--- config.mk ---
export PLATFORM = sky130hd
export DESIGN_NAME = bef_addr
export DESIGN_NICKNAME = d
export VERILOG_FILES = /design/src/hw/rtl/bef_pkg.sv /design/src/hw/rtl/bef_addr.sv
export SDC_FILE = /design/constraint.sdc
export NUM_CORES = 1
export LEC_CHECK = 0
export BUFFER_PORTS_ARGS = -buffer_cell sky130_fd_sc_hd__buf_2
export CAP_MARGIN = 10
export CORE_ASPECT_RATIO = 0.6
export CORE_UTILIZATION = 54
export DETAILED_ROUTE_END_ITERATION = 6
export PLACE_DENSITY = 0.8
export SYNTH_ARGS = -nofsm -noshare
export SYNTH_HDL_FRONTEND = slang
export SYNTH_SLANG_ARGS = --single-unit
--- constraint.sdc ---
create_clock -name clk -period 6.83 [get_ports clk]
set_input_delay 1.366 -clock clk [delete_from_list [all_inputs] [get_ports clk]]
set_output_delay 1.366 -clock clk [all_outputs]
set_load 0.03 [all_outputs]
--- src/hw/rtl/bef_pkg.sv ---
// Package for the border extension fetch block: sizes, codes and shared types.
// No dependencies; every other design file but bef_ram imports it.
`timescale 1ns / 1ps

package bef_pkg;

  localparam int NUM_DIMS     = 3;
  localparam int MAX_PLANES   = 4;
  localparam int MAX_ROWS     = 128;
  localparam int MAX_COLS     = 128;
  localparam int SAMPLE_WIDTH = 32;

  localparam int PART_W     = 32;
  localparam int WORD_W     = 2 * PART_W;
  localparam int CFG_IDX_W  = 3;
  localparam int CFG_DATA_W = 8;
  // sizes and borders come from 8-bit registers, so size + border fits 9 bits
  localparam int DIM_W      = 9;

  localparam int DEPTH  = MAX_PLANES * MAX_ROWS * MAX_COLS;
  localparam int ADDR_W = $clog2(DEPTH);
  localparam int PI_W   = (MAX_PLANES > 1) ? $clog2(MAX_PLANES) : 1;
  localparam int RI_W   = $clog2(MAX_ROWS);
  localparam int CI_W   = $clog2(MAX_COLS);

  // largest size a register can express after clamping to the store
  localparam int PLANE_CAP = (MAX_PLANES < 7) ? MAX_PLANES : 7;
  localparam int ROW_CAP   = (MAX_ROWS < 255) ? MAX_ROWS : 255;
  localparam int COL_CAP   = (MAX_COLS < 255) ? MAX_COLS : 255;

  localparam bit DIM0_ON = (NUM_DIMS >= 3);
  localparam bit DIM1_ON = (NUM_DIMS >= 2);

  localparam int IN_DATA_W  = 88;
  localparam int OUT_DATA_W = 64;

  typedef enum logic [1:0] {
    ST_OK    = 2'd0,
    ST_FILL  = 2'd1,
    ST_RANGE = 2'd2
  } status_t;

  typedef enum logic [1:0] {
    EM_PERIODIC = 2'd0,
    EM_WHOLE    = 2'd1,
    EM_HALF     = 2'd2,
    EM_ZERO     = 2'd3
  } edge_mode_t;

  typedef enum logic [CFG_IDX_W-1:0] {
    REG_PLANES  = 3'd0,
    REG_ROWS    = 3'd1,
    REG_COLS    = 3'd2,
    REG_BPLANES = 3'd3,
    REG_BROWS   = 3'd4,
    REG_BCOLS   = 3'd5,
    REG_EDGE    = 3'd6
  } cfg_reg_t;

  // effective geometry after clamping
  typedef struct packed {
    logic [DIM_W-1:0] size_p;
    logic [DIM_W-1:0] size_r;
    logic [DIM_W-1:0] size_c;
    logic [DIM_W-1:0] bord_p;
    logic [DIM_W-1:0] bord_r;
    logic [DIM_W-1:0] bord_c;
    edge_mode_t       mode;
  } geom_t;

  // decoded transaction waiting for the store access
  typedef struct packed {
    logic              is_rd;
    status_t           status;
    logic [ADDR_W-1:0] addr;
    logic [WORD_W-1:0] wdata;
  } st1_t;

endpackage

--- src/hw/rtl/bef_addr.sv ---
// Coordinate folding, range checks and store address generation, registered.
// Depends on bef_pkg.
`timescale 1ns / 1ps

module bef_addr
  import bef_pkg::*;
(
  input  logic              clk,
  input  logic              load,
  input  geom_t             geom,
  input  logic              is_rd,
  input  logic [2:0]        coord_plane,
  input  logic [7:0]        coord_row,
  input  logic [7:0]        coord_col,
  input  logic [PART_W-1:0] in_re,
  input  logic [PART_W-1:0] in_im,
  output st1_t              st1
);

  st1_t st1_r, st1_nxt;

  // returns {fill, index}; index is clamped into the origin
  function automatic logic [DIM_W:0] fold(input logic [DIM_W-1:0] c,
                                          input logic [DIM_W-1:0] s,
                                          input logic [DIM_W-1:0] b,
                                          input edge_mode_t md);
    logic signed [DIM_W:0] p, n, q;
    logic                  fill;
    begin
      p    = $signed({1'b0, c}) - $signed({2'b00, b[DIM_W-1:1]});
      n    = $signed({1'b0, s});
      q    = p;
      fill = 1'b0;
      unique case (md)
        EM_PERIODIC: begin
          if (p < 0) q = p + n;
          else if (p >= n) q = p - n;
        end
        EM_WHOLE: begin
          if (p < 0) q = -p;
          else if (p >= n) q = (n <<< 1) - 10'sd2 - p;
        end
        EM_HALF: begin
          if (p < 0) q = -p - 10'sd1;
          else if (p >= n) q = (n <<< 1) - 10'sd1 - p;
        end
        EM_ZERO: begin
          fill = (p < 0) || (p >= n);
        end
      endcase
      // single-sample mirror can land outside the origin
      if (q < 0) q = '0;
      if (q > n - 10'sd1) q = n - 10'sd1;
      return {fill, q[DIM_W-1:0]};
    end
  endfunction

  function automatic logic [PART_W-1:0] sat_part(input logic [PART_W-1:0] v);
    logic signed [PART_W-1:0] x, mx, mn;
    begin
      x = $signed(v);
      if (SAMPLE_WIDTH < PART_W) begin
        mx = PART_W'((64'sd1 <<< (SAMPLE_WIDTH - 1)) - 64'sd1);
        mn = -mx - PART_W'(1);
        if (x > mx) x = mx;
        if (x < mn) x = mn;
      end
      return x;
    end
  endfunction

  logic [DIM_W-1:0] cp, cr, cc;
  logic [DIM_W:0]   fp, fr, fc;
  logic             rd_oor, wr_oor;
  logic [PI_W-1:0]  pi;
  logic [RI_W-1:0]  ri;
  logic [CI_W-1:0]  ci;

  always_comb begin
    cp = DIM0_ON ? {6'd0, coord_plane} : '0;
    cr = DIM1_ON ? {1'b0, coord_row} : '0;
    cc = {1'b0, coord_col};

    rd_oor = (cp >= geom.size_p + geom.bord_p) || (cr >= geom.size_r + geom.bord_r) ||
             (cc >= geom.size_c + geom.bord_c);
    wr_oor = (cp >= geom.size_p) || (cr >= geom.size_r) || (cc >= geom.size_c);

    fp = fold(cp, geom.size_p, geom.bord_p, geom.mode);
    fr = fold(cr, geom.size_r, geom.bord_r, geom.mode);
    fc = fold(cc, geom.size_c, geom.bord_c, geom.mode);

    if (is_rd) begin
      pi = PI_W'(fp[DIM_W-1:0]);
      ri = RI_W'(fr[DIM_W-1:0]);
      ci = CI_W'(fc[DIM_W-1:0]);
    end else begin
      pi = PI_W'(cp);
      ri = RI_W'(cr);
      ci = CI_W'(cc);
    end

    st1_nxt.is_rd = is_rd;
    if (is_rd) begin
      if (rd_oor) st1_nxt.status = ST_RANGE;
      else if (fp[DIM_W] || fr[DIM_W] || fc[DIM_W]) st1_nxt.status = ST_FILL;
      else st1_nxt.status = ST_OK;
    end else begin
      st1_nxt.status = wr_oor ? ST_RANGE : ST_OK;
    end
    st1_nxt.addr  = ADDR_W'(pi) * ADDR_W'(MAX_ROWS * MAX_COLS) +
                    ADDR_W'(ri) * ADDR_W'(MAX_COLS) + ADDR_W'(ci);
    st1_nxt.wdata = {sat_part(in_im), sat_part(in_re)};
  end

  always_ff @(posedge clk) begin
    if (load) begin
      st1_r <= st1_nxt;
    end
  end

  assign st1 = st1_r;

endmodule
==> results.cfg <==
[synthesis]
synth-compound-area-share_pct = 25.7
synthCells = 1724
yosysSeqAreaShare_pct = 17.6
synth.area.mux_share_pct = 0.681
synth_edf_count = 83
syn-mean-instance-area_sq_um = 8.20
synth_async_sr_flop_share_pct = 0
synth_fp_nets = 2139
synthXorXnorAreaFrac_pct = 9.09
synthTopCellsByArea = ha_1, edfxtp_1, xnor2_1
synth_top_family_by_area = compound AO/OA/AOI/OAI gates
synth_fa_ha_area_share_pct = 25.1
synth_top_cell_area_share_pct = 22.6
ys_ff_latch = 83
synth_simple_gate_area_share_pct = 16.0
synth_common_cells = ha_1, inv_1, a21oi_1, nor2_1, xnor2_1
synth_most_common_cell = ha_1
yosysUniqueCellTypes = 93
yosys_most_used_dff = edfxtp_1
syn_area_sq_mm = 0.0141
yosys_warnings = 0
synth_top_area_cell = ha_1

[timing]
rsz0062_at_grt = true
tightestPinTransition_ps = 1080
max_freq_mhz = 146
period_share_pct = 100
holdWs_ps = 1180
min_period_ps = 6850
slew_headroom_pct = 28.3
slew_viol_final = 0
setup_ws_ps = -23.4
hold_viol = 0
setup_viol = 1

[grt]
grt_use_total_pct = 40.1
grt_pass1_vias = 14500
grt_start_max_net_pins = 84
grt_pass1_wl_mm = 82.6
antenna_found_initial = 1
grt_overflow = 0

[floorplanning]
rows = 45
dieWidth_um = 211
ios = 225
initial_core_util_pct = 55.4
fp.dieH_um = 127
die-area_sq_mm = 0.0269
core-area_sq_mm = 0.0255

[final_layout]
area_delta_synth_final_pct = 35.9
regArea_sq_mm = 0.00249
drive_gt1_share_pct = 33.3
num-fill-cells = 1887
design_area_sq_mm = 0.0192
fin_nets = 2661
post-route-util_pct = 75.4
multiInputGateArea_sq_mm = 0.0117
largest_register_ff_count = 83

[setup_path]
crit_end = st1[67]
cpMostUsedCell = inv_2
start_kind = input pin
cp_top_family = compound AO/OA/AOI/OAI gates
path_class = in2reg
cp.arrival_ps = 6960
startpoint = coord_col[0]
crit_required_ps = 6930
cp_slowest_cell = a2111o_1
critPathMaxStageDelay_ps = 450
crit_buf_inv = 6
cp.depth = 31
cp_max_fo = 6
cp-end-kind = flip-flop

[detailed_routing]
dr.pass1.iters = 6
drtIter0Drc = 2018
drc_errors = 0
vias = 16200
routed_via_density = 6.21
drt_wl_total_mm = 57.4
wl_per_cell_um = 22.0
postRouteAntennaNets = 0

[status]
violations = setup timing
outcome = finished with violations

[power_and_ir_drop]
fin_total_pwr_mw = 4.10
p_leak_nw = 8.83
max-vdd-ir-drop_uv = 175
p_per_area_mw_per_mm2 = 213

[placement]
gp_congestion = 1.08
placed_area_sq_mm = 0.0180
place_hpwl_mm = 45.6
placement.io_buffers = 224

[flow_run]
cap_violations = 0

[worst_hold_path]
hold_class = in2reg

[clocking]
cts_max_path_buffers = 2
htreeDepth = 3
cts_sinks = 83
cts_buffers = 9
clk_pin_slew_ps = 70
clockRootBuffer = clkbuf_16
cts_tree = done
cts_hold_buf = 0
how the worst min path moves through the flow:
stage	startpoint	end	cells past startpoint	slack (ps)
floorplan	in_re[0]	st1[0]	0	1460
global placement	in_re[5]	st1[5]	1	1540
detailed placement	in_re[23]	st1[23]	1	1540
CTS	in_im[31]	st1[63]	1	1180
global route	in_re[25]	st1[25]	1	1170
finish	in_re[25]	st1[25]	1	1180
power breakdown:
part | switching, mW | internal [mW]
Combinational | 1.66 | 1.33
Clock | 0.220 | 0.248
Sequential | 0.0166 | 0.622
metrics by stage:
| step | TNS, ps | setup slack [ps] | std cells |
|---|---|---|---|
| floorplan | 0 | 2.32 | 1724 |
| global placement | -3150 | -324 | 2565 |
| detailed placement | -6220 | -575 | 2565 |
| CTS | 0 | 4.42 | 2581 |
| global route | -964 | -183 | 2603 |
| finish | -23.4 | -23.4 | 2604 |
routing by layer:
layer	routed length, um	vias to the layer above	track usage [%]	share of wire (%)
li1	-	7349	-	-
met1	25000	7630	60.8	44
met2	23200	1102	55.4	41
met3	8170	100	12.0	14
met4	929	0	6.99	1.6
met5	0	-	0	0
placed cells by master, fill, tap and decap left out, types with 12 or more instances in the layout:
cell type    n
nor2_1     134
buf_2      224
ha_4        18
inv_1      146
nor3_1      36
o211ai_1    13
o21a_1      21
a211oi_1    21
nand2_1     85
o21ai_1     15
o21ai_0     83
inv_2       14
a21oi_1    124
xor2_1      30
nand3_1     39
o22ai_1     14
xnor2_1    108
buf_4      329
ha_1       234
o21bai_1    23
nand4_1     17
edfxtp_1    83
nand2b_1    27
a21o_1      36
a21oi_2     18
fa_1        12
nor2b_1     30
what timing repair did:
| item | in CTS | in global routing |
|---|---|---|
| pin swaps | 1 | 93 |
| cloned | 0 | 2 |
| resized for setup | 12 | 159 |
| endpoints found under the setup margin | 13 | 16 |
| setup buffers | 0 | 22 |
area by class of cell:
type                            instances  area share, %
Inverter                              164           3.20
Multi-Input combinational cell       1424           60.7
Tap cell                              352           2.29
Sequential cell                        83           13.0
Antenna cell                            1         0.0130
Clock buffer                            9           1.17
Clock inverter                          7          0.260
Timing Repair Buffer                  564           19.4
cells by family (layout without fill, tap and decap cells):
| group | Yosys count | count (layout) |
|---|---|---|
| compound gates | 534 | 534 |
| flops | 83 | 83 |
| mux | 9 | 9 |
| simple gates | 463 | 463 |
| xor+xnor | 145 | 145 |
| buf+inv | 217 | 744 |
| other cells | 0 | 1 |
| fa+ha+maj | 273 | 273 |
(Power assumes the default switching activity.)
