**config.mk**
```make
export PLATFORM = sky130hd
export DESIGN_NAME = bef_cfg
export DESIGN_NICKNAME = d
export VERILOG_FILES = /design/src/hw/rtl/bef_pkg.sv /design/src/hw/rtl/bef_cfg.sv
export SDC_FILE = /design/constraint.sdc
export NUM_CORES = 1
export LEC_CHECK = 0
export BUFFER_PORTS_ARGS = -buffer_cell sky130_fd_sc_hd__buf_4
export CAP_MARGIN = 0
export CORE_MARGIN = 1.5
export CORE_UTILIZATION = 48
export DETAILED_ROUTE_END_ITERATION = 6
export PLACE_DENSITY_LB_ADDON = 0.2
export SLEW_MARGIN = 20
export SYNTH_ARGS = -nofsm -noshare
export SYNTH_HDL_FRONTEND = slang
export SYNTH_SLANG_ARGS = --single-unit
```
**constraint.sdc**
```tcl
create_clock -name clk -period 4.2 [get_ports clk]
set_clock_uncertainty 0.15 [all_clocks]
set_input_delay 0.84 -clock clk [delete_from_list [all_inputs] [get_ports clk]]
set_output_delay 0.84 -clock clk [all_outputs]
set_load 0.02 [all_outputs]
```
**src/hw/rtl/bef_pkg.sv**
```systemverilog
// Package for the border extension fetch block: sizes, codes and shared types.
// No dependencies; every other design file but bef_ram imports it.
`timescale 1ns / 1ps

package bef_pkg;

  localparam int NUM_DIMS     = 3;
  localparam int MAX_PLANES   = 4;
  localparam int MAX_ROWS     = 128;
  localparam int MAX_COLS     = 128;
  localparam int SAMPLE_WIDTH = 32;

  localparam int PART_W     = 32;
  localparam int WORD_W     = 2 * PART_W;
  localparam int CFG_IDX_W  = 3;
  localparam int CFG_DATA_W = 8;
  // sizes and borders come from 8-bit registers, so size + border fits 9 bits
  localparam int DIM_W      = 9;

  localparam int DEPTH  = MAX_PLANES * MAX_ROWS * MAX_COLS;
  localparam int ADDR_W = $clog2(DEPTH);
  localparam int PI_W   = (MAX_PLANES > 1) ? $clog2(MAX_PLANES) : 1;
  localparam int RI_W   = $clog2(MAX_ROWS);
  localparam int CI_W   = $clog2(MAX_COLS);

  // largest size a register can express after clamping to the store
  localparam int PLANE_CAP = (MAX_PLANES < 7) ? MAX_PLANES : 7;
  localparam int ROW_CAP   = (MAX_ROWS < 255) ? MAX_ROWS : 255;
  localparam int COL_CAP   = (MAX_COLS < 255) ? MAX_COLS : 255;

  localparam bit DIM0_ON = (NUM_DIMS >= 3);
  localparam bit DIM1_ON = (NUM_DIMS >= 2);

  localparam int IN_DATA_W  = 88;
  localparam int OUT_DATA_W = 64;

  typedef enum logic [1:0] {
    ST_OK    = 2'd0,
    ST_FILL  = 2'd1,
    ST_RANGE = 2'd2
  } status_t;

  typedef enum logic [1:0] {
    EM_PERIODIC = 2'd0,
    EM_WHOLE    = 2'd1,
    EM_HALF     = 2'd2,
    EM_ZERO     = 2'd3
  } edge_mode_t;

  typedef enum logic [CFG_IDX_W-1:0] {
    REG_PLANES  = 3'd0,
    REG_ROWS    = 3'd1,
    REG_COLS    = 3'd2,
    REG_BPLANES = 3'd3,
    REG_BROWS   = 3'd4,
    REG_BCOLS   = 3'd5,
    REG_EDGE    = 3'd6
  } cfg_reg_t;

  // effective geometry after clamping
  typedef struct packed {
    logic [DIM_W-1:0] size_p;
    logic [DIM_W-1:0] size_r;
    logic [DIM_W-1:0] size_c;
    logic [DIM_W-1:0] bord_p;
    logic [DIM_W-1:0] bord_r;
    logic [DIM_W-1:0] bord_c;
    edge_mode_t       mode;
  } geom_t;

  // decoded transaction waiting for the store access
  typedef struct packed {
    logic              is_rd;
    status_t           status;
    logic [ADDR_W-1:0] addr;
    logic [WORD_W-1:0] wdata;
  } st1_t;

endpackage

```
**src/hw/rtl/bef_cfg.sv**
```systemverilog
// Configuration registers and the clamped geometry derived from them.
// Depends on bef_pkg.
`timescale 1ns / 1ps

module bef_cfg
  import bef_pkg::*;
(
  input  logic                  clk,
  input  logic                  rst_n,
  input  logic                  cfg_we,
  input  logic [CFG_IDX_W-1:0]  cfg_index,
  input  logic [CFG_DATA_W-1:0] cfg_wdata,
  output geom_t                 geom
);

  logic [2:0] planes_r, bplanes_r;
  logic [7:0] rows_r, cols_r, brows_r, bcols_r;
  logic [1:0] edge_r;

  always_ff @(posedge clk) begin
    if (!rst_n) begin
      planes_r  <= 3'd1;
      rows_r    <= 8'd128;
      cols_r    <= 8'd128;
      bplanes_r <= 3'd0;
      brows_r   <= 8'd0;
      bcols_r   <= 8'd0;
      edge_r    <= 2'd0;
    end else if (cfg_we) begin
      unique case (cfg_index)
        REG_PLANES:  planes_r  <= cfg_wdata[2:0];
        REG_ROWS:    rows_r    <= cfg_wdata;
        REG_COLS:    cols_r    <= cfg_wdata;
        REG_BPLANES: bplanes_r <= cfg_wdata[2:0];
        REG_BROWS:   brows_r   <= cfg_wdata;
        REG_BCOLS:   bcols_r   <= cfg_wdata;
        REG_EDGE:    edge_r    <= cfg_wdata[1:0];
        default: ;  // index beyond the register list
      endcase
    end
  end

  function automatic logic [DIM_W-1:0] eff_size(input logic [7:0] raw, input int cap,
                                                input logic on);
    logic [DIM_W-1:0] s;
    begin
      if (!on || raw == 8'd0) s = DIM_W'(1);
      else if (int'(raw) > cap) s = DIM_W'(cap);
      else s = {1'b0, raw};
      return s;
    end
  endfunction

  function automatic logic [DIM_W-1:0] eff_border(input logic [7:0] raw,
                                                  input logic [DIM_W-1:0] s,
                                                  input logic on);
    logic [DIM_W-1:0] b;
    begin
      b = {1'b0, raw};
      if (!on) b = '0;
      else if (b > s) b = s;
      return b;
    end
  endfunction

  always_comb begin
    geom.size_p = eff_size({5'd0, planes_r}, PLANE_CAP, DIM0_ON);
    geom.size_r = eff_size(rows_r, ROW_CAP, DIM1_ON);
    geom.size_c = eff_size(cols_r, COL_CAP, 1'b1);
    geom.bord_p = eff_border({5'd0, bplanes_r}, geom.size_p, DIM0_ON);
    geom.bord_r = eff_border(brows_r, geom.size_r, DIM1_ON);
    geom.bord_c = eff_border(bcols_r, geom.size_c, 1'b1);
    geom.mode   = edge_mode_t'(edge_r);
  end

endmodule

```
==> impl_metrics.json, run 1 <==
{
  "ctsResizeCount": 0,
  "viasPerCell": 4.98,
  "cp.arrival_ns": 2.59,
  "grt_max_degree": 41,
  "row_count": 25,
  "cts.sinks": 40,
  "timing.final.ws_setup_ns": 0.615,
  "nFillCells": 446,
  "nNetsFinal": 382,
  "numCtsBuffers": 5,
  "end_kind": "primary output",
  "area_growth_pct": 20.2,
  "rsz0062_at_grt": "false",
  "grt-ovfl-total": 0,
  "grt_busiest_layer": "met2",
  "synth_area_mm2": 0.00247,
  "power.leakage_nw": 1.44,
  "min_delay_path_depth": 2,
  "routed_wl_um": 5390,
  "post-route-period-util_pct": 85.3,
  "status": "finished clean",
  "drive_gt1_share_pct": 23.4,
  "cts_setup_buffers": 0,
  "ant_nets": 0,
  "clk_pin_slew_ns": 0.07,
  "critPathKind": "reg -> out",
  "postCtsHoldBufs": 0,
  "ys_async_sr_fraction_pct": 0,
  "ys_warn_count": 0,
  "grtUsageTotal_pct": 21.0,
  "placed_area_mm2": 0.00284,
  "reg2reg_depth": 2,
  "post_drt_wl_per_cell_um": 12.9,
  "drt_iter0_markers": 96,
  "slew_headroom_pct": 37.7,
  "ios": 70,
  "clock_latency_ns": 0.29,
  "vias": 2076,
  "p_per_area_mw_per_mm2": 289,
  "fin_crit_ns": 3.58,
  "cap_violations": 0,
  "synthDistinctLibCells": 33,
  "setup_viol": 0,
  "design_area_mm2": 0.00297,
  "critPathBufInv": 2,
  "use_met1_pct": 27.6,
  "tns_ns": 0,
  "antenna_found_initial": 0,
  "syn_inst": 300,
  "hold_violations": 0,
  "crit_path_top_delay_cell": "a22o_1",
  "place_ws_ns": 0.913,
  "hold_path.class": "reg -> reg",
  "cts.root.buffer_cell": "clkbuf_8",
  "dr.pass1.iters": 4,
  "slew_viol_final": 0,
  "grt_pass1_vias": 1914,
  "antenna_cells": 0,
  "postSynthAreaPerCell_um2": 8.23,
  "cts_tree": "yes",
  "port_buffers": 53,
  "met2_usage_pct": 33.9,
  "power.total_mw": 0.858,
  "grt_first_pass_wirelength_um": 8890,
  "htree_levels": 2,
  "cts_buffer_depth": 2,
  "core-area_mm2": 0.00485,
  "ir_worst_vdd_uv": 211,
  "drc": 0,
  "cpLargestDelayFamily": "compound AO/OA/AOI/OAI gates",
  "slowest_delay_ns": 0.42,
  "required_ns": 3.21,
  "cp_max_fo": 8,
  "die_area_mm2": 0.00558,
  "yosysSeqAreaShare_pct": 32.4,
  "place_hpwl_um": 4170,
  "worstMarginPinSlew_ns": 0.927,
  "synthFlopType": "dfxtp_1",
  "max_freq_ghz": 0.279,
  "worstPathCellList": "clkinv_1, nand2_1, ha_1, a21oi_1, o221ai_1, nand2b_1, a22o_1, mux2_4, buf_4",
  "critPathLaunchType": "register",
  "grt_util_met3_pct": 5.22,
  "floorplan.initialDensity_pct": 50.9,
  "crit_cells": 9,
  "die_h_um": 74.7,
  "dieWidth_um": 74.7,
  "ys_ff_latch": 40,
  "place.gp.congestion": 0.845,
  "synth_edf_count": 0
}
## Yosys cell counts (all sizes together) (7+ instances only)
cell type,number,area share (%)
mux2,19,9.9
dfxtp,40,32
a21oi,10,2.0
buf,18,5.5
ha,19,9.6
inv,19,2.9
nor2b,10,2.5
mux2i,7,2.8
nor2,8,1.2
a21boi,30,9.1
nand2,81,12
clkbuf,8,1.2
## sequential cells by signal, indices dropped and copies added (netlist names)
register and cells:
brows_r 8, edge_r 2, bplanes_r 3, planes_r 3, bcols_r 8, cols_r 8
rows_r 8
## routing by layer
| metal | routed length, um | vias to the layer above |
|---|---|---|
| met5 | 0 | - |
| li1 | - | 1064 |
| met4 | 65 | 0 |
| met1 | 2610 | 940 |
| met3 | 272 | 8 |
| met2 | 2450 | 64 |
## final cells by class
| cell class | instances | area [um2] | area share [%] |
|---|---|---|---|
| Clock buffer | 7 | 96.3 | 3.25 |
| Sequential cell | 40 | 801 | 27.0 |
| Multi-Input combinational cell | 228 | 1480 | 49.9 |
| Clock inverter | 1 | 30.0 | 1.01 |
| Tap cell | 67 | 83.8 | 2.83 |
| Inverter | 21 | 78.8 | 2.66 |
| Timing Repair Buffer | 53 | 398 | 13.4 |
## where the power goes
| group | switching (mW) | total [mW] | internal, mW | leakage [nW] |
|---|---|---|---|---|
| Sequential | 0.00688 | 0.394 | 0.387 | 0.324 |
| Clock | 0.133 | 0.343 | 0.210 | 0.0645 |
| Combinational | 0.0712 | 0.121 | 0.0501 | 1.05 |
## placed cells by master, fill, tap and decap left out, types with 3 or more instances in the layout
cell type | netlist | final
a21boi_0 | 30 | 30
clkbuf_8 | 0 | 7
buf_4 | 16 | 53
a21o_1 | 3 | 3
nand2_1 | 81 | 81
mux2_4 | 8 | 8
conb_1 | 1 | 16
nand3_1 | 4 | 4
mux2i_1 | 7 | 7
ha_1 | 19 | 19
nand4_1 | 3 | 3
nand2b_1 | 3 | 3
mux2_2 | 11 | 11
o211ai_1 | 3 | 3
nor2_1 | 8 | 8
nor2b_1 | 10 | 10
inv_1 | 19 | 19
dfxtp_1 | 40 | 40
a21oi_1 | 10 | 10
## worst reg2reg max path: stages (launching register included)
cell and delay (ns):
dfxtp_1 0.39, clkinv_1 0.21, o211ai_1 0.21
## worst paths after layout
| path | startpoint | endpoint | slack [ns] |
|---|---|---|---|
| hold / removal | rows_r[0]$_SDFFE_PN0P_ | rows_r[0]$_SDFFE_PN0P_ | 0.33 |
| setup / recovery | cols_r[7]$_SDFFE_PN1P_ | geom[9] | 0.62 |
| setup reg to reg | cols_r[7]$_SDFFE_PN1P_ | cols_r[7]$_SDFFE_PN1P_ | 3.16 |
| hold reg to reg | rows_r[0]$_SDFFE_PN0P_ | rows_r[0]$_SDFFE_PN0P_ | 0.33 |
## through the flow
| step | instances | hold WS, ns | util, % |
|---|---|---|---|
| 2_1_floorplan | 315 | 0.293 | - |
| 3_3_place_gp | 409 | 0.316 | 58.6 |
| 3_5_place_dp | 409 | 0.323 | 58.6 |
| 4_1_cts | 417 | 0.333 | 61.2 |
| 5_1_grt | 417 | 0.355 | 61.2 |
| 6_report | 417 | 0.334 | 61.2 |
## kinds of logic after synthesis
family | synth area share (%)
buf+inv | 9.93
compound gates | 15.1
mux | 12.7
flops | 32.4
fa+ha+maj | 9.63
other cells | 0.152
simple gates | 20.0
No activity file was read; power rests on OpenSTA's default activity.
==> run 2: changes to the inputs <==
CORE_MARGIN = 2   (was 1.5)
==> run 2 against run 1 <==
- fmax barely moved
- combinational power barely moved
- design area fell by 1.8%
- wire length fell by 2.4%
- highest routed layer unchanged
==> impl_metrics.json, run 2 (synthesis results as in run 1) <==
{
  "drive_gt1_share_pct": 22.8,
  "cap_violations": 0,
  "grt_first_pass_wirelength_um": 8670,
  "critPathKind": "reg -> out",
  "post_drt_wl_per_cell_um": 12.6,
  "crit_path_top_delay_cell": "a22o_1",
  "worstReg2RegStart": "rows_r[7]$_SDFFE_PN1P_",
  "antenna_found_initial": 0,
  "drt_iter0_markers": 50,
  "numCtsBuffers": 5,
  "grt-ovfl-total": 0,
  "nFillCells": 495,
  "drc": 0,
  "clock_latency_ns": 0.28,
  "nNetsFinal": 382,
  "min_delay_path_depth": 2,
  "reg2reg_to": "rows_r[7]$_SDFFE_PN1P_",
  "setup_viol": 0,
  "power.leakage_nw": 1.41,
  "dr_wl_met2_um": 2360,
  "cts_tree": "yes",
  "timing.final.ws_setup_ns": 0.613,
  "place_hpwl_um": 4110,
  "power.total_mw": 0.739,
  "cts.root.buffer_cell": "clkbuf_8",
  "cts_buffer_depth": 2,
  "rsz0062_at_grt": "false",
  "ant_nets": 0,
  "hold_path.class": "reg -> reg",
  "p_per_area_mw_per_mm2": 254,
  "row_count": 26,
  "floorplan.initialDensity_pct": 49.0,
  "die_h_um": 75.7,
  "worstPathCellList": "clkinv_1, nand2_1, ha_1, a21oi_1, o221ai_1, nand2b_1, a22o_1, mux2_4, buf_4",
  "min_to": "rows_r[0]$_SDFFE_PN0P_",
  "dr.pass1.iters": 4,
  "worstMarginPinSlew_ns": 0.942,
  "reg2reg_depth": 2,
  "grt_max_degree": 41,
  "place_ws_ns": 0.886,
  "post-route-period-util_pct": 85.4,
  "antenna_cells": 0,
  "reg2reg_slack_ns": 3.15,
  "htree_levels": 2,
  "dieWidth_um": 75.7,
  "area_growth_pct": 18.0,
  "layout_common_cells": "nand2_1, buf_4, dfxtp_1",
  "hold_violations": 0,
  "cp_max_fo": 8,
  "slowest_delay_ns": 0.44,
  "tns_ns": 0,
  "required_ns": 3.21,
  "critPathLaunchType": "register",
  "top_layer": "met4",
  "end_kind": "primary output",
  "clk_pin_slew_ns": 0.07,
  "slew_headroom_pct": 36.7,
  "place.gp.congestion": 0.840,
  "postCtsHoldBufs": 0,
  "max_freq_ghz": 0.279,
  "dr_wl_met3_um": 212,
  "grt_pass1_vias": 1881,
  "ios": 70,
  "die_area_mm2": 0.00573,
  "status": "finished clean",
  "core-area_mm2": 0.00504,
  "ir_worst_vdd_uv": 183,
  "fin_crit_ns": 3.59,
  "cts_setup_buffers": 0,
  "vias": 2065,
  "final_common_cell": "nand2_1",
  "viasPerCell": 4.95,
  "slew_viol_final": 0,
  "routed_wl_um": 5270,
  "met1Wirelength_um": 2630,
  "grtUsageTotal_pct": 20.0,
  "cp.arrival_ns": 2.60,
  "worst_hold_startpoint": "rows_r[0]$_SDFFE_PN0P_",
  "cts.sinks": 40,
  "port_buffers": 53,
  "ctsResizeCount": 0
}
## run 2: cell types whose count changed in the layout (fill, tap and decap cells not counted), sizes merged
| cell | delta |
|---|---|
| bufinv | -1 |
| clkbuf | -2 |
## run 2: cell type report
| cell class | instances | area, um2 | area share [%] |
|---|---|---|---|
| inverters | 21 | 78.8 | 2.71 |
| clock buffers | 5 | 68.8 | 2.36 |
| well taps | 70 | 87.6 | 3.01 |
| repair buffers | 53 | 398 | 13.7 |
| multi-input cells | 228 | 1480 | 50.8 |
| flip-flops and latches | 40 | 801 | 27.5 |
## run 2: worst max-delay path, delay by kind of cell (launching register included)
kind | cells | cell delay, ns
and+or+nand+nor | 2 | 0.25
adders and majority gates | 1 | 0.26
AOI/OAI and AO/OA | 3 | 0.72
DFF | 1 | 0.38
buffers and inverters | 2 | 0.37
muxes | 1 | 0.34
## run 2: metal layers
| layer | track usage [%] | vias up |
|---|---|---|
| met5 | 0 | - |
| met2 | 30.6 | 49 |
| met1 | 28.4 | 946 |
| li1 | - | 1065 |
| met4 | 6.63 | 0 |
| met3 | 3.57 | 5 |
## run 2: worst max path at each step
| stage | from | end | cells past startpoint |
|---|---|---|---|
| global route | cols_r[7]$_SDFFE_PN1P_ | geom[8] | 9 |
| CTS | cols_r[7]$_SDFFE_PN1P_ | geom[8] | 9 |
| detailed placement | cols_r[7]$_SDFFE_PN1P_ | geom[8] | 9 |
| global placement | cols_r[7]$_SDFFE_PN1P_ | geom[4] | 9 |
| floorplan | rows_r[1]$_SDFFE_PN0P_ | geom[11] | 8 |
| finish | cols_r[7]$_SDFFE_PN1P_ | geom[6] | 9 |
## run 2: per-stage QoR
stage	cell area [um2]	util, %	instances	hold WS [ns]
2_1_floorplan	2520	-	315	0.293
3_3_place_gp	2840	56.4	412	0.314
3_5_place_dp	2840	56.4	412	0.318
4_1_cts	2910	57.8	417	0.328
5_1_grt	2910	57.8	417	0.361
6_report	2910	57.8	417	0.330
## run 2: report_power, final
group,internal [mW],switching (mW),total (mW)
logic,0.0500,0.0705,0.120
registers,0.388,0.00701,0.395
clock network,0.107,0.117,0.224
total,0.545,0.194,0.739
==> run 3: changes to the inputs <==
BUFFER_PORTS_ARGS = -buffer_cell sky130_fd_sc_hd__buf_2   (was -buffer_cell sky130_fd_sc_hd__buf_4)
==> run 3 against run 2 <==
- critical path depth unchanged
- largest power group unchanged
- critical endpoint unchanged
- core utilization down 2.1 points
- combinational power down 7%
- largest cell class unchanged
- global-route usage increased by 0.43 points
- first-iteration DRC count rose by 34%
- critical path type unchanged
- via count fell by 0.44%
==> impl_metrics.json, run 3 (synthesis results as in run 1) <==
{
  "grt_max_degree": 41,
  "drc": 0,
  "worstReg2RegStart": "cols_r[7]$_SDFFE_PN1P_",
  "cts.root.buffer_cell": "clkbuf_8",
  "clk_pin_slew_ns": 0.08,
  "antenna_cells": 0,
  "drt_iter0_markers": 67,
  "post_drt_wl_per_cell_um": 12.4,
  "hold_path.class": "reg -> reg",
  "clock_latency_ns": 0.29,
  "nNetsFinal": 382,
  "max_freq_ghz": 0.277,
  "p_per_area_mw_per_mm2": 278,
  "vias": 2056,
  "critPathBufInv": 2,
  "grtUsageTotal_pct": 20.4,
  "fin_crit_ns": 3.61,
  "ctsResizeCount": 0,
  "cts_buffer_depth": 2,
  "startpoint": "cols_r[7]$_SDFFE_PN1P_",
  "reg2reg_to": "cols_r[7]$_SDFFE_PN1P_",
  "slew_headroom_pct": 39.9,
  "viasPerCell": 4.91,
  "dieWidth_um": 75.7,
  "worstMarginPinSlew_ns": 0.895,
  "crit_path_top_delay_cell": "a22o_1",
  "cp_max_fo": 8,
  "ios": 70,
  "tns_ns": 0,
  "cp.arrival_ns": 2.62,
  "post-route-period-util_pct": 86.0,
  "floorplan.initialDensity_pct": 49.0,
  "place_hpwl_um": 4050,
  "ir_worst_vdd_uv": 185,
  "power.leakage_nw": 1.41,
  "end_kind": "primary output",
  "worst_hold_startpoint": "rows_r[0]$_SDFFE_PN0P_",
  "fin_cells": 419,
  "port_buffers": 53,
  "placed_area_mm2": 0.00271,
  "cts_setup_buffers": 0,
  "cts_tree": "yes",
  "cpLargestDelayFamily": "compound AO/OA/AOI/OAI gates",
  "cts.sinks": 40,
  "drive_gt1_share_pct": 23.2,
  "final_common_cell": "nand2_1",
  "numCtsBuffers": 5,
  "utilization_pct": 55.7,
  "min_delay_path_depth": 2,
  "whs_ns": 0.332,
  "slew_viol_final": 0,
  "setup_viol": 0,
  "ant_nets": 0,
  "hold_violations": 0,
  "core-area_mm2": 0.00504,
  "grt_first_pass_wirelength_um": 8840,
  "worstPathCellList": "clkinv_1, nand2_1, ha_1, a21oi_1, o221ai_1, nand2b_1, a22o_1, mux2_4, buf_2",
  "htree_levels": 2,
  "antenna_found_initial": 0,
  "die_area_mm2": 0.00573,
  "place.gp.congestion": 0.854,
  "die_h_um": 75.7,
  "reg2reg_slack_ns": 3.17,
  "critPathKind": "reg -> out",
  "layout_common_cells": "nand2_1, buf_2, dfxtp_1",
  "grt-ovfl-total": 0,
  "placed_cells": 412,
  "rsz0062_at_grt": "false",
  "reg2reg_depth": 2,
  "postCtsHoldBufs": 0,
  "min_to": "rows_r[0]$_SDFFE_PN0P_",
  "cap_violations": 0,
  "slowest_delay_ns": 0.46,
  "status": "finished clean",
  "row_count": 26,
  "design_area_mm2": 0.00281,
  "dr.pass1.iters": 4,
  "area_growth_pct": 13.7,
  "routed_wl_um": 5200,
  "critPathLaunchType": "register",
  "grt_pass1_vias": 1859,
  "required_ns": 3.21
}
-- run 3: cell types whose count changed in the layout (fill, tap and decap cells not counted) --
cell      before  now
buf_2          0   53
buf_4         53    0
clkbuf_8       5    7
-- run 3: how the worst max path moves through the flow --
stage                     cells after the start  slack [ns]  endpoint
final                                         9        0.59   geom[6]
after global placement                        9        0.94   geom[6]
after global routing                          9        0.37   geom[5]
after CTS                                     9        0.56   geom[8]
after detailed placement                      9        0.89   geom[8]
after floorplan                               8        1.09  geom[11]
-- run 3: metrics by stage --
step,setup WS (ns),power [mW]
floorplan,1.09,0.495
global placement,0.941,0.514
detailed placement,0.892,0.516
CTS,0.558,0.788
global route,0.372,0.818
finish,0.588,0.780
-- run 3: routing by layer --
metal	vias up	share of wire, %	global-route usage, %
met2	46	43	30.7
met1	935	51	29.0
li1	1069	-	-
met3	6	4.6	4.63
met4	0	1.3	6.43
met5	-	0	0
-- run 3: cell type report --
type | instances | area [um2]
fillers | 488 | 2230
multi-input cells | 228 | 1480
flip-flops and latches | 40 | 801
repair buffers | 53 | 265
clock buffers | 7 | 96.3
well taps | 70 | 87.6
inverters | 21 | 78.8
-- run 3: worst min-delay path, delay by kind of cell (launching register included) --
| kind | cells | cell delay (ns) |
|---|---|---|
| flip-flops | 1 | 0.32 |
| AND/OR/NAND/NOR | 1 | 0.05 |
| AO/OA/AOI/OAI | 1 | 0.06 |
-- run 3: report_power, final --
group | switching, mW | total (mW) | internal [mW] | leakage (nW)
Clock | 0.127 | 0.274 | 0.146 | 0.0503
Sequential | 0.00683 | 0.394 | 0.388 | 0.324
Combinational | 0.0702 | 0.112 | 0.0419 | 1.03
Total | 0.204 | 0.780 | 0.576 | 1.41
